==> config.mk <==
export PLATFORM = sky130hd
export DESIGN_NAME = char_lcd_write_sequencer_core
export DESIGN_NICKNAME = d
export VERILOG_FILES = /design/src/hdl/clcd_pkg.sv /design/src/hdl/char_lcd_write_sequencer_core.sv /design/src/hdl/clcd_seq.sv
export SDC_FILE = /design/constraint.sdc
export NUM_CORES = 1
export LEC_CHECK = 0
export ABC_AREA = 0
export BUFFER_PORTS_ARGS = -buffer_cell sky130_fd_sc_hd__buf_2
export CAP_MARGIN = 20
export CORE_ASPECT_RATIO = 0.75
export CORE_MARGIN = 4
export CORE_UTILIZATION = 52
export DETAILED_ROUTE_END_ITERATION = 16
export MAX_ROUTING_LAYER = met4
export PLACE_DENSITY_LB_ADDON = 0.12
export SYNTH_ARGS = -nofsm -noshare
export SYNTH_HDL_FRONTEND = slang
export SYNTH_SLANG_ARGS = --single-unit
==> constraint.sdc <==
create_clock -name clock -period 11.01 [get_ports clock]
set_input_delay 2.202 -clock clock [delete_from_list [all_inputs] [get_ports clock]]
set_output_delay 2.202 -clock clock [all_outputs]
set_load 0.02 [all_outputs]
==> src/hdl/clcd_pkg.sv <==
`timescale 1ns / 1ps
`default_nettype none

package clcd_pkg;

   // Counter and limit sizing
   localparam int WAIT_COUNTER_BITS = 16;
   localparam int LIMIT_BITS        = 16;
   localparam int CMP_BITS          = (WAIT_COUNTER_BITS > LIMIT_BITS) ?
                                      WAIT_COUNTER_BITS : LIMIT_BITS;

   // Power-on sequence
   localparam int INIT_STEP_COUNT   = 8;
   localparam int INIT_STEP_BITS    = $clog2(INIT_STEP_COUNT + 1);
   localparam int INIT_INDEX_BITS   = $clog2(INIT_STEP_COUNT);
   localparam int INIT_REPEAT_COUNT = 3;   // number of 0x30 wake-up pulses

   typedef logic [WAIT_COUNTER_BITS-1:0] wait_count_type;
   typedef logic [LIMIT_BITS-1:0]        limit_type;
   typedef logic [CMP_BITS-1:0]          cmp_type;
   typedef logic [INIT_STEP_BITS-1:0]    init_step_type;
   typedef logic [7:0]                   byte_type;
   typedef logic [2:0]                   csr_index_type;

   // LCD controller command bytes
   localparam byte_type CMD_FUNCTION_INIT = 8'h30;
   localparam byte_type CMD_FUNCTION_SET  = 8'h38;
   localparam byte_type CMD_DISPLAY_OFF   = 8'h08;
   localparam byte_type CMD_CLEAR         = 8'h01;
   localparam byte_type CMD_HOME          = 8'h02;
   localparam byte_type CMD_ENTRY_MODE    = 8'h06;
   localparam byte_type CMD_DISPLAY_ON    = 8'h0C;
   localparam byte_type CMD_SET_DDRAM     = 8'h80;
   localparam byte_type DDRAM_LINE2       = 8'h40;

   localparam byte_type INIT_BYTES [INIT_STEP_COUNT] = '{
      CMD_FUNCTION_INIT, CMD_FUNCTION_INIT, CMD_FUNCTION_INIT, CMD_FUNCTION_SET,
      CMD_DISPLAY_OFF, CMD_CLEAR, CMD_ENTRY_MODE, CMD_DISPLAY_ON
   };

   // Configuration register indexes
   localparam csr_index_type CSR_ENABLE_TICKS    = 3'd0;
   localparam csr_index_type CSR_SHORT_WAIT      = 3'd1;
   localparam csr_index_type CSR_LONG_WAIT       = 3'd2;
   localparam csr_index_type CSR_POWER_UP_WAIT   = 3'd3;
   localparam csr_index_type CSR_FIRST_INIT_WAIT = 3'd4;
   localparam csr_index_type CSR_LATER_INIT_WAIT = 3'd5;

   typedef enum logic [1:0] {
      KIND_TICK    = 2'd0,
      KIND_COMMAND = 2'd1,
      KIND_DATA    = 2'd2,
      KIND_CURSOR  = 2'd3
   } kind_type;

   typedef struct packed {
      kind_type   kind;
      logic [7:0] value;
      logic [5:0] column;
      logic       line;
   } req_type;

   typedef struct packed {
      logic       reg_select;
      logic       enable_pin;
      logic [7:0] data_bus;
      logic       busy_res;
      logic       ready_after_init;
      logic       rejected;
   } rsp_type;

   typedef struct packed {
      logic          wr_en;
      csr_index_type index;
      limit_type     data;
   } csr_write_type;

endpackage

`default_nettype wire

==> src/hdl/char_lcd_write_sequencer_core.sv <==
`timescale 1ns / 1ps
`default_nettype none

// Write sequencer for an HD44780-style character LCD on an 8-bit bus. Every
// request transfer is either a time tick (kind 0) or a command byte, data byte
// or cursor move; every transfer yields exactly one result carrying the RS, E
// and data-bus pin levels after that item, plus busy, init-done and rejected
// flags. Time advances only on tick items, never on clock cycles, so all the
// csr wait values are in ticks. After reset the block runs the power-on
// sequence by itself and rejects requests until it reports ready_after_init
// and drops busy_res. Rate: one item per clock while req_ready is high; each
// result is registered in the output buffer. The whole state update
// is one pass of logic from the state registers into the result, and a
// two-entry output buffer (main register plus skid) keeps the input side open
// while one result waits; req_ready drops only when both entries are full.
// Write the csr port only while the block is quiet.

module char_lcd_write_sequencer_core (
   input  wire logic                    clock,
   input  wire logic                    reset,
   input  wire logic                    req_valid,
   output      logic                    req_ready,
   input  wire clcd_pkg::req_type       req_data,
   output      logic                    rsp_valid,
   input  wire logic                    rsp_ready,
   output      clcd_pkg::rsp_type       rsp_data,
   input  wire logic                    csr_wr_en,
   input  wire clcd_pkg::csr_index_type csr_index,
   input  wire clcd_pkg::limit_type     csr_data
);

   clcd_pkg::csr_write_type csr;
   clcd_pkg::rsp_type       seq_result;
   logic                    push, pop;

   // Output buffer: main register feeds the port, skid catches one more
   clcd_pkg::rsp_type main_ff, main_in, skid_ff, skid_in;
   logic              main_valid_ff, main_valid_in, skid_valid_ff, skid_valid_in;

   assign csr.wr_en = csr_wr_en;
   assign csr.index = csr_index;
   assign csr.data  = csr_data;

   assign req_ready = !skid_valid_ff;
   assign push      = req_valid && req_ready;
   assign pop       = main_valid_ff && rsp_ready;

   clcd_seq u_seq (
      .clock       (clock),
      .reset       (reset),
      .item_accept (push),
      .item        (req_data),
      .csr         (csr),
      .result      (seq_result)
   );

   always_comb begin
      main_in       = main_ff;
      main_valid_in = main_valid_ff;
      skid_in       = skid_ff;
      skid_valid_in = skid_valid_ff;
      if (pop) begin
         // advance: skid moves up first, the new result falls in behind it
         if (skid_valid_ff) begin
            main_in       = skid_ff;
            main_valid_in = 1'b1;
            skid_in       = seq_result;
            skid_valid_in = push;
         end else begin
            main_in       = seq_result;
            main_valid_in = push;
         end
      end else if (push) begin
         if (!main_valid_ff) begin
            main_in       = seq_result;
            main_valid_in = 1'b1;
         end else begin
            // hold the waiting result, park the new one in the skid
            skid_in       = seq_result;
            skid_valid_in = 1'b1;
         end
      end
   end

   always_ff @(posedge clock) begin
      if (reset) begin
         main_valid_ff <= 1'b0;
         skid_valid_ff <= 1'b0;
      end else begin
         main_valid_ff <= main_valid_in;
         skid_valid_ff <= skid_valid_in;
      end
      main_ff <= main_in;
      skid_ff <= skid_in;
   end

   assign rsp_valid = main_valid_ff;
   assign rsp_data  = main_ff;

`ifndef SYNTHESIS
   // skid never holds a result unless the main register holds an older one
   assert property (@(posedge clock) disable iff (reset)
      skid_valid_ff |-> main_valid_ff)
      else $error("skid entry without main entry");

   // draining a full buffer leaves the skid result in front
   assert property (@(posedge clock) disable iff (reset)
      (main_valid_ff && skid_valid_ff && rsp_ready) |=>
      (main_valid_ff && main_ff == $past(skid_ff)))
      else $error("skid result lost on drain");

   // a dropped request is only ever reported while the sequencer is busy
   assert property (@(posedge clock) disable iff (reset)
      (rsp_valid && rsp_data.rejected) |-> rsp_data.busy_res)
      else $error("rejected result while idle");
`endif

endmodule

`default_nettype wire

==> src/hdl/clcd_seq.sv <==
`timescale 1ns / 1ps
`default_nettype none

module clcd_seq (
   input  wire logic                    clock,
   input  wire logic                    reset,
   input  wire logic                    item_accept,
   input  wire clcd_pkg::req_type       item,
   input  wire clcd_pkg::csr_write_type csr,
   output      clcd_pkg::rsp_type       result
);

   typedef enum logic [4:0] {
      PH_POWER = 5'b00001,
      PH_EHIGH = 5'b00010,
      PH_ELOW  = 5'b00100,
      PH_WAIT  = 5'b01000,
      PH_IDLE  = 5'b10000
   } phase_type;

   localparam clcd_pkg::wait_count_type COUNT_TOP = '1;

   // Configuration
   logic [7:0]          enable_ticks_ff;
   clcd_pkg::limit_type short_wait_ff, long_wait_ff, power_up_wait_ff;
   clcd_pkg::limit_type first_init_wait_ff, later_init_wait_ff;

   // Sequencer state
   phase_type                phase_ff, phase_in;
   clcd_pkg::wait_count_type wait_count_ff, wait_count_in;
   clcd_pkg::byte_type       held_byte_ff, held_byte_in;
   logic                     held_rs_ff, held_rs_in;
   clcd_pkg::init_step_type  init_step_ff, init_step_in;
   logic                     init_finished_ff, init_finished_in;

   clcd_pkg::limit_type      limit, post_wait, limit_eff;
   clcd_pkg::wait_count_type count_inc;
   clcd_pkg::init_step_type  step_next;
   logic [6:0]               cursor_addr;
   logic                     done;
   logic                     rejected;

   always_ff @(posedge clock) begin
      if (reset) begin
         enable_ticks_ff    <= 8'd1;
         short_wait_ff      <= clcd_pkg::limit_type'(50);
         long_wait_ff       <= clcd_pkg::limit_type'(2000);
         power_up_wait_ff   <= clcd_pkg::limit_type'(20000);
         first_init_wait_ff <= clcd_pkg::limit_type'(5000);
         later_init_wait_ff <= clcd_pkg::limit_type'(200);
      end else if (csr.wr_en) begin
         unique case (csr.index)
            clcd_pkg::CSR_ENABLE_TICKS:    enable_ticks_ff    <= csr.data[7:0];
            clcd_pkg::CSR_SHORT_WAIT:      short_wait_ff      <= csr.data;
            clcd_pkg::CSR_LONG_WAIT:       long_wait_ff       <= csr.data;
            clcd_pkg::CSR_POWER_UP_WAIT:   power_up_wait_ff   <= csr.data;
            clcd_pkg::CSR_FIRST_INIT_WAIT: first_init_wait_ff <= csr.data;
            clcd_pkg::CSR_LATER_INIT_WAIT: later_init_wait_ff <= csr.data;
            default: ;
         endcase
      end
   end

   // Wait after a write: init pulses first, then clear/home, else short
   always_comb begin
      if (!init_finished_ff && init_step_ff == '0) begin
         post_wait = first_init_wait_ff;
      end else if (!init_finished_ff &&
                   init_step_ff < clcd_pkg::init_step_type'(clcd_pkg::INIT_REPEAT_COUNT)) begin
         post_wait = later_init_wait_ff;
      end else if (!held_rs_ff && (held_byte_ff == clcd_pkg::CMD_CLEAR ||
                                   held_byte_ff == clcd_pkg::CMD_HOME)) begin
         post_wait = long_wait_ff;
      end else begin
         post_wait = short_wait_ff;
      end
   end

   always_comb begin
      unique case (phase_ff)
         PH_POWER: limit = power_up_wait_ff;
         PH_EHIGH: limit = clcd_pkg::limit_type'(enable_ticks_ff);
         PH_ELOW:  limit = clcd_pkg::limit_type'(enable_ticks_ff);
         PH_WAIT:  limit = post_wait;
         default:  limit = '0;
      endcase
      // a zero limit counts as one tick
      limit_eff = (limit == '0) ? clcd_pkg::limit_type'(1) : limit;
      count_inc = (wait_count_ff != COUNT_TOP) ? wait_count_ff + 1'b1 : wait_count_ff;
      done      = (clcd_pkg::cmp_type'(count_inc) >= clcd_pkg::cmp_type'(limit_eff)) ||
                  (count_inc == COUNT_TOP);
      step_next = init_step_ff + 1'b1;
      cursor_addr = item.line ?
                    7'(clcd_pkg::DDRAM_LINE2[6:0] + 7'(item.column)) : 7'(item.column);
   end

   always_comb begin
      phase_in         = phase_ff;
      wait_count_in    = wait_count_ff;
      held_byte_in     = held_byte_ff;
      held_rs_in       = held_rs_ff;
      init_step_in     = init_step_ff;
      init_finished_in = init_finished_ff;
      rejected         = 1'b0;

      if (item_accept) begin
         if (item.kind == clcd_pkg::KIND_TICK) begin
            if (phase_ff != PH_IDLE) begin
               wait_count_in = count_inc;
               if (done) begin
                  wait_count_in = '0;
                  unique case (phase_ff)
                     PH_POWER: begin
                        init_step_in = '0;
                        held_byte_in = clcd_pkg::INIT_BYTES[0];
                        held_rs_in   = 1'b0;
                        phase_in     = PH_EHIGH;
                     end
                     PH_EHIGH: phase_in = PH_ELOW;
                     PH_ELOW:  phase_in = PH_WAIT;
                     PH_WAIT: begin
                        if (init_finished_ff) begin
                           phase_in = PH_IDLE;
                        end else if (step_next >=
                                     clcd_pkg::init_step_type'(clcd_pkg::INIT_STEP_COUNT)) begin
                           init_step_in     =
                              clcd_pkg::init_step_type'(clcd_pkg::INIT_STEP_COUNT);
                           init_finished_in = 1'b1;
                           phase_in         = PH_IDLE;
                        end else begin
                           init_step_in = step_next;
                           held_byte_in =
                              clcd_pkg::INIT_BYTES[step_next[clcd_pkg::INIT_INDEX_BITS-1:0]];
                           held_rs_in   = 1'b0;
                           phase_in     = PH_EHIGH;
                        end
                     end
                     default: ;
                  endcase
               end
            end
         end else if (phase_ff != PH_IDLE) begin
            rejected = 1'b1;
         end else begin
            wait_count_in = '0;
            phase_in      = PH_EHIGH;
            unique case (item.kind)
               clcd_pkg::KIND_DATA: begin
                  held_byte_in = item.value;
                  held_rs_in   = 1'b1;
               end
               clcd_pkg::KIND_CURSOR: begin
                  held_byte_in = clcd_pkg::CMD_SET_DDRAM | {1'b0, cursor_addr};
                  held_rs_in   = 1'b0;
               end
               default: begin
                  held_byte_in = item.value;
                  held_rs_in   = 1'b0;
               end
            endcase
         end
      end
   end

   always_ff @(posedge clock) begin
      if (reset) begin
         phase_ff         <= PH_POWER;
         wait_count_ff    <= '0;
         held_byte_ff     <= '0;
         held_rs_ff       <= 1'b0;
         init_step_ff     <= '0;
         init_finished_ff <= 1'b0;
      end else begin
         phase_ff         <= phase_in;
         wait_count_ff    <= wait_count_in;
         held_byte_ff     <= held_byte_in;
         held_rs_ff       <= held_rs_in;
         init_step_ff     <= init_step_in;
         init_finished_ff <= init_finished_in;
      end
   end

   always_comb begin
      result.reg_select       = held_rs_in;
      result.enable_pin       = (phase_in == PH_EHIGH);
      result.data_bus         = held_byte_in;
      result.busy_res         = (phase_in != PH_IDLE);
      result.ready_after_init = init_finished_in;
      result.rejected         = rejected;
   end

endmodule

`default_nettype wire
* Word level (Yosys, flattened, before mapping) *
Memories as Yosys holds them, arrays and structs flattened.
Cells that the tools add are included.

word-level totals
  bits of input ports = 41
  ROM bits = 64
  word-level logic and storage cells = 154
  memories kept = 1
  flip-flop bits (word level) = 151

cells by class
  muxes and demuxes = 67
  $lt $le $gt $ge = 4
  reduce and logical (&&, ||, !) cells = 29
  $add $sub $neg = 3
  bitwise operators = 1
  eq/ne operators = 23

memories
  memory            words  bits a word  rd ports  clocked after memory_dff  wr ports  RTL line         source
  (name not given)  8      8            1         0                         0         clcd_seq.sv:133  clcd_pkg::INIT_BYTES[step_next[clcd_pkg::INIT_INDEX_BITS-1:0]];

operators by type and width
  kind                                                                   number
  16-bit two-way mux                                                     9
  13-bit two-way mux                                                     8
  8-bit two-way mux                                                      10
  16-bit one-hot mux with 3 select lines                                 1
  5-bit two-way mux                                                      7
  1-bit two-way mux                                                      25
  5-bit one-hot mux with 4 select lines                                  1
  16-bit by 1-bit adder with 16-bit output, second input constant        1
  16-bit equality test, second input constant                            1
  16-bit >= comparator                                                   1
  16-bit logical NOT                                                     1
  16-bit inequality test, second input constant                          1
  8-bit one-hot mux with 2 select lines                                  1
  2-bit AND reduction                                                    8
  5-bit by 2-bit equality test with 1-bit output, second input constant  2
  5-bit inequality test, second input constant                           2
  8-bit by 1-bit equality test with 1-bit output, second input constant  1
  8-bit by 2-bit equality test with 1-bit output, second input constant  1
  4-bit >= comparator, second input constant                             2
  4-bit two-way mux                                                      2
  4-bit one-hot mux with 2 select lines                                  1
  7-bit by 6-bit adder with 7-bit output, first input constant           1
  7-bit two-way mux                                                      1
  3-bit by 2-bit equality test with 1-bit output, second input constant  2
  other kinds (22)                                                       37

* Depth between registers and ports, before layout *
  depth in word-level cells = 19
  gate-level depth with buffers = 20
  depth with buffers taken out = 18

* Modules after synthesis *
Synthesis repeated with hierarchy kept, for this count alone.

unflattened totals
  cells, all modules = 933
  area, all modules = 7,800.0 sq um

modules (own cells, without submodules)
  module                         area an instance (sq um)  cells an instance  instances  seq. area each (sq um)
  clcd_seq                       6,710.2                   877                1          2,462.4
  char_lcd_write_sequencer_core  1,089.8                   56                 1          820.8

* Worst setup path after synthesis *
Ideal clock, no wire load.

  kind = reg2reg
  start point = reg u_seq.held_byte_ff[1]
  end point = reg main_ff (netlist bit rsp_data[11]), data pin
  period minus slack after synthesis = 4.566 ns
  stages on the path, launching flop included = 19
  data arrival time = 4.378 ns
  setup slack = 6.444 ns
  cells stage by stage = dfxtp_1 -> xor2_1 -> nand3_1 -> clkbuf_1 -> mux2i_1 -> o21ai_0 -> a222oi_1 -> nand4_1 -> or4_1 -> nand2_1 -> ha_1 -> nor2_1 -> a21oi_1 -> o211a_1 -> or2_2 -> clkbuf_1 -> o21ai_0 -> nand3_1 -> o41ai_1

RTL lines
  item                      RTL line                             source
  start: declaration        clcd_seq.sv:31                       clcd_pkg::byte_type held_byte_ff, held_byte_in;
  start signal: assignment  clcd_seq.sv:176                      held_byte_ff <= held_byte_in;
  end signal: assignment    char_lcd_write_sequencer_core.sv:93  main_ff <= main_in;
  end: declaration          char_lcd_write_sequencer_core.sv:37  clcd_pkg::rsp_type main_ff, main_in, skid_ff, skid_in;

==> impl_results.md <==
- Port Buffers: 55
- Max clock buf depth: 2
- Seq pwr share: 0.460
- Slew HR: 0.360
- Post-DRT Antenna Nets: 0
- Routed len/inst: 18.0 um
- Total Die Area: 0.0172 sq mm
- Initial Util: 0.537
- Crit path DAT: 5.48 ns
- CTS Root Cell: clkbuf_16
- Slew @ Worst Pin: 0.959 ns
- Final-stage net count: 1075
- Chip width: 150 um
- Hpwl dp: 15300 um
- Max frequency: 0.190 GHz
- Clock Skew: 0.0122 ns
- Clk sinks: 151
- Clock-pin slew on the worst setup and hold paths: 0.07 ns
- Largest cells by area after synthesis: dfxtp_1, nand2_1, edfxtp_1
- Final WS setup: 5.75 ns
- Total Routed Length: 22000 um
- Gate power share: 0.077
- Clk_lat worst skew: 0.44 ns
- Net Sw Frac: 0.256
- P per Cell Area: 144 mW/mm^2
- Period utilisation layout: 0.478
- Die Y: 115 um
- Cell variety after synth: 66
- Post-cts sizing count: 0
- MaxCap Viol Count: 0
- Setup TNS: 0 ns
- Tmin final: 5.26 ns
- Final setup viols: 0
- Synthesized instance count: 989
- WHS Path Cells: 2
- Ratio of cells with drive above 1 in the final layout: 0.115
- DRC Markers: 0
- Clock power frac: 0.463
- Grt ovf: 0
- Internal reg-to-reg setup slack: 5.75 ns
- Mapped Area: 0.00787 sq mm
- Critical path required time: 11.23 ns
- Sequential area share after synthesis: 0.417
- R2R depth: 17
- Place WS: 5.90 ns
- Initial antenna violation count: 0
- Floorplan core area: 0.0146 sq mm
- First-pass GRT wire length: 34900 um
- Syn. warnings: 0
- Antenna Cells: 0
- Reg2reg end: rsp_data[11]$_DFFE_PP_
- Largest net degree at the start of global routing: 62
- Hold_sp: u_seq.power_up_wait_ff[2]$_SDFFE_PP0P_
- Status: completed
- I/O Pins: 56
- Synth Register Bits: 151
- EDFF count, synth: 26
- Num CTS Buffers: 17
- Post-CTS setup buffer count: 0
- WHS Endpoint: u_seq.power_up_wait_ff[2]$_SDFFE_PP0P_
- Type of the worst setup path: reg2reg
- CP most frequent cell: nor2_1
- Top_reg_cell synth: dfxtp_1
- Critical path launch point type: flop
- Fin. max-slew vios: 0
- 1st-iter DRT viols: 789
- CTS H-tree depth: 4
- Final hold slack: 0.453 ns
- CP max-delay cell: dfxtp_1
- Final hold vios: 0
- Syn nets: 1053
- Crit-path max FO: 15
- First-pass DRT Iterations: 6
- Area leader, netlist: dfxtp_1
- CTS tree: yes
- Via density: 5.91
- Row cnt: 38
- Top cell type's share of synthesized area: 0.318
- Max VDD drop: 0.000110 V
- Critical path cell sequence: nor2_1 > nand3_1 > nor2_1 > buf_4 > a222oi_1 > a21boi_0 > nand4_1 > or4_1 > nand2_1 > ha_1 > nor2_1 > a21oi_1 > o211a_1 > or2_2 > o21ai_0 > nand3_1 > o41ai_1
- RR Startpoint: u_seq.phase_ff[1]$_SDFF_PP0_
- P_int: 0.949 mW
- Post-synthesis async set-or-reset flop share: 0
- Vias: 7235
- NetSw: 0.326 mW
- Worst setup EP type: flop
- P_leak: 3.53 nW
- Vias in the first global route: 6277
- Unrepaired setup endpoints after global routing: no
- Area grow syn2layout: 12.2%
- Gr usage total: 0.268
- Crit path largest cell delay: 0.52 ns
- Avg Inst Size Synth: 7.96 sq um
- Final Wtd Congestion: 0.953
- Hold_buf cts: 0
- Worst hold path type: reg2reg
[cells by family (layout without fill, tap and decap cells)]
| family | Yosys count | after routing | share of synthesized area |
|---|---|---|---|
| AOI/OAI and AO/OA | 237 | 237 | 0.192 |
| xor gates and xnor gates | 11 | 11 | 0.0122 |
| adders and majority gates | 24 | 24 | 0.0379 |
| buffers and inverters | 82 | 117 | 0.0417 |
| DFF | 151 | 151 | 0.417 |
| muxes | 32 | 32 | 0.0418 |
| and+or+nand+nor | 452 | 452 | 0.257 |
[critical path: cells and delay by family (launching register included)]
| family | cells | cell delay [ns] |
|---|---|---|
| simple gates | 9 | 1.99 |
| buf+inv | 1 | 0.22 |
| compound gates | 6 | 2.08 |
| flops | 1 | 0.52 |
| fa+ha+maj | 1 | 0.22 |
[layout make-up]
class	count	area, sq um
Clock buffer	17	425
Clock inverter	15	166
Fill cell	1351	5820
Inverter	20	75.1
Multi-Input combinational cell	756	4270
Sequential cell	151	3280
Tap cell	200	250
Timing Repair Buffer	65	360
[placed cells by master, fill, tap and decap left out, drive strengths merged, types with 4 or more instances in the layout]
| cell type | instances |
|---|---|
| and3 | 9 |
| nand3 | 47 |
| edfxtp | 26 |
| clkinv | 5 |
| a31oi | 6 |
| clkbuf | 17 |
| mux2i | 25 |
| nor3 | 21 |
| nand2 | 250 |
| nor4 | 10 |
| a211oi | 4 |
| nor2 | 61 |
| mux2 | 7 |
| o21a | 4 |
| o21ai | 37 |
| xnor2 | 4 |
| nor2b | 6 |
| inv | 26 |
| xor2 | 7 |
| a21boi | 8 |
| and2 | 9 |
| nand4 | 17 |
| a21oi | 110 |
| ha | 23 |
| a222oi | 16 |
| o211ai | 8 |
| and4 | 4 |
| a22oi | 15 |
| nand2b | 4 |
| buf | 65 |
| dfxtp | 125 |
[power by group through the flow]
stage	registers (mW)	clock network [mW]	logic, mW
4_1_cts	0.586	0.597	0.0972
2_1_floorplan	0.602	0	0.0554
6_report	0.587	0.591	0.0980
5_1_grt	0.588	0.627	0.108
3_3_place_gp	0.598	0	0.0955
3_5_place_dp	0.598	0	0.0967
[layer usage]
layer,track usage,up-vias,wire length (um)
met2,0.342,294,8700
li1,-,3583,-
met1,0.415,3337,10900
met4,0.0579,0,280
met5,-,-,0
met3,0.0720,21,2100
[stage by stage]
stage               instances   util  power, mW  instance area (sq um)
floorplan                 989      -      0.657                   7870
global placement         1190  0.561      0.694                   8210
detailed placement       1192  0.562      0.695                   8240
CTS                      1224  0.603       1.28                   8830
global route             1224  0.603       1.32                   8830
finish                   1224  0.603       1.28                   8830
[synth_stat cells (all sizes together), types with 10 or more instances]
| master | instances |
|---|---|
| nor2 | 61 |
| nor3 | 21 |
| nand2 | 250 |
| nand3 | 47 |
| a22oi | 15 |
| o21ai | 37 |
| dfxtp | 125 |
| inv | 19 |
| buf | 11 |
| nand4 | 17 |
| a21oi | 110 |
| a222oi | 16 |
| edfxtp | 26 |
| ha | 23 |
| clkbuf | 51 |
| mux2i | 25 |
| nor4 | 10 |
[worst max path at each step]
stage	start	endpoint	depth (start not counted)
CTS	u_seq.held_byte_ff[2]$_SDFF_PP0_	rsp_data[11]$_DFFE_PP_	17
global placement	u_seq.held_byte_ff[2]$_SDFF_PP0_	rsp_data[11]$_DFFE_PP_	16
finish	u_seq.phase_ff[1]$_SDFF_PP0_	rsp_data[11]$_DFFE_PP_	17
detailed placement	u_seq.held_byte_ff[2]$_SDFF_PP0_	rsp_data[11]$_DFFE_PP_	17
floorplan	u_seq.held_byte_ff[1]$_SDFF_PP0_	rsp_data[11]$_DFFE_PP_	18
global route	u_seq.phase_ff[2]$_SDFF_PP0_	rsp_data[11]$_DFFE_PP_	18
[sequential cells by signal (all words and copies together) (netlist names), 4 cells and up]
name / count
rsp_data: 13
skid_ff: 13
u_seq.enable_ticks_ff: 8
u_seq.first_init_wait_ff: 16
u_seq.held_byte_ff: 8
u_seq.init_step_ff: 4
u_seq.later_init_wait_ff: 16
u_seq.long_wait_ff: 16
u_seq.phase_ff: 5
u_seq.power_up_wait_ff: 16
u_seq.short_wait_ff: 16
u_seq.wait_count_ff: 16
(Power assumes the default switching activity.)
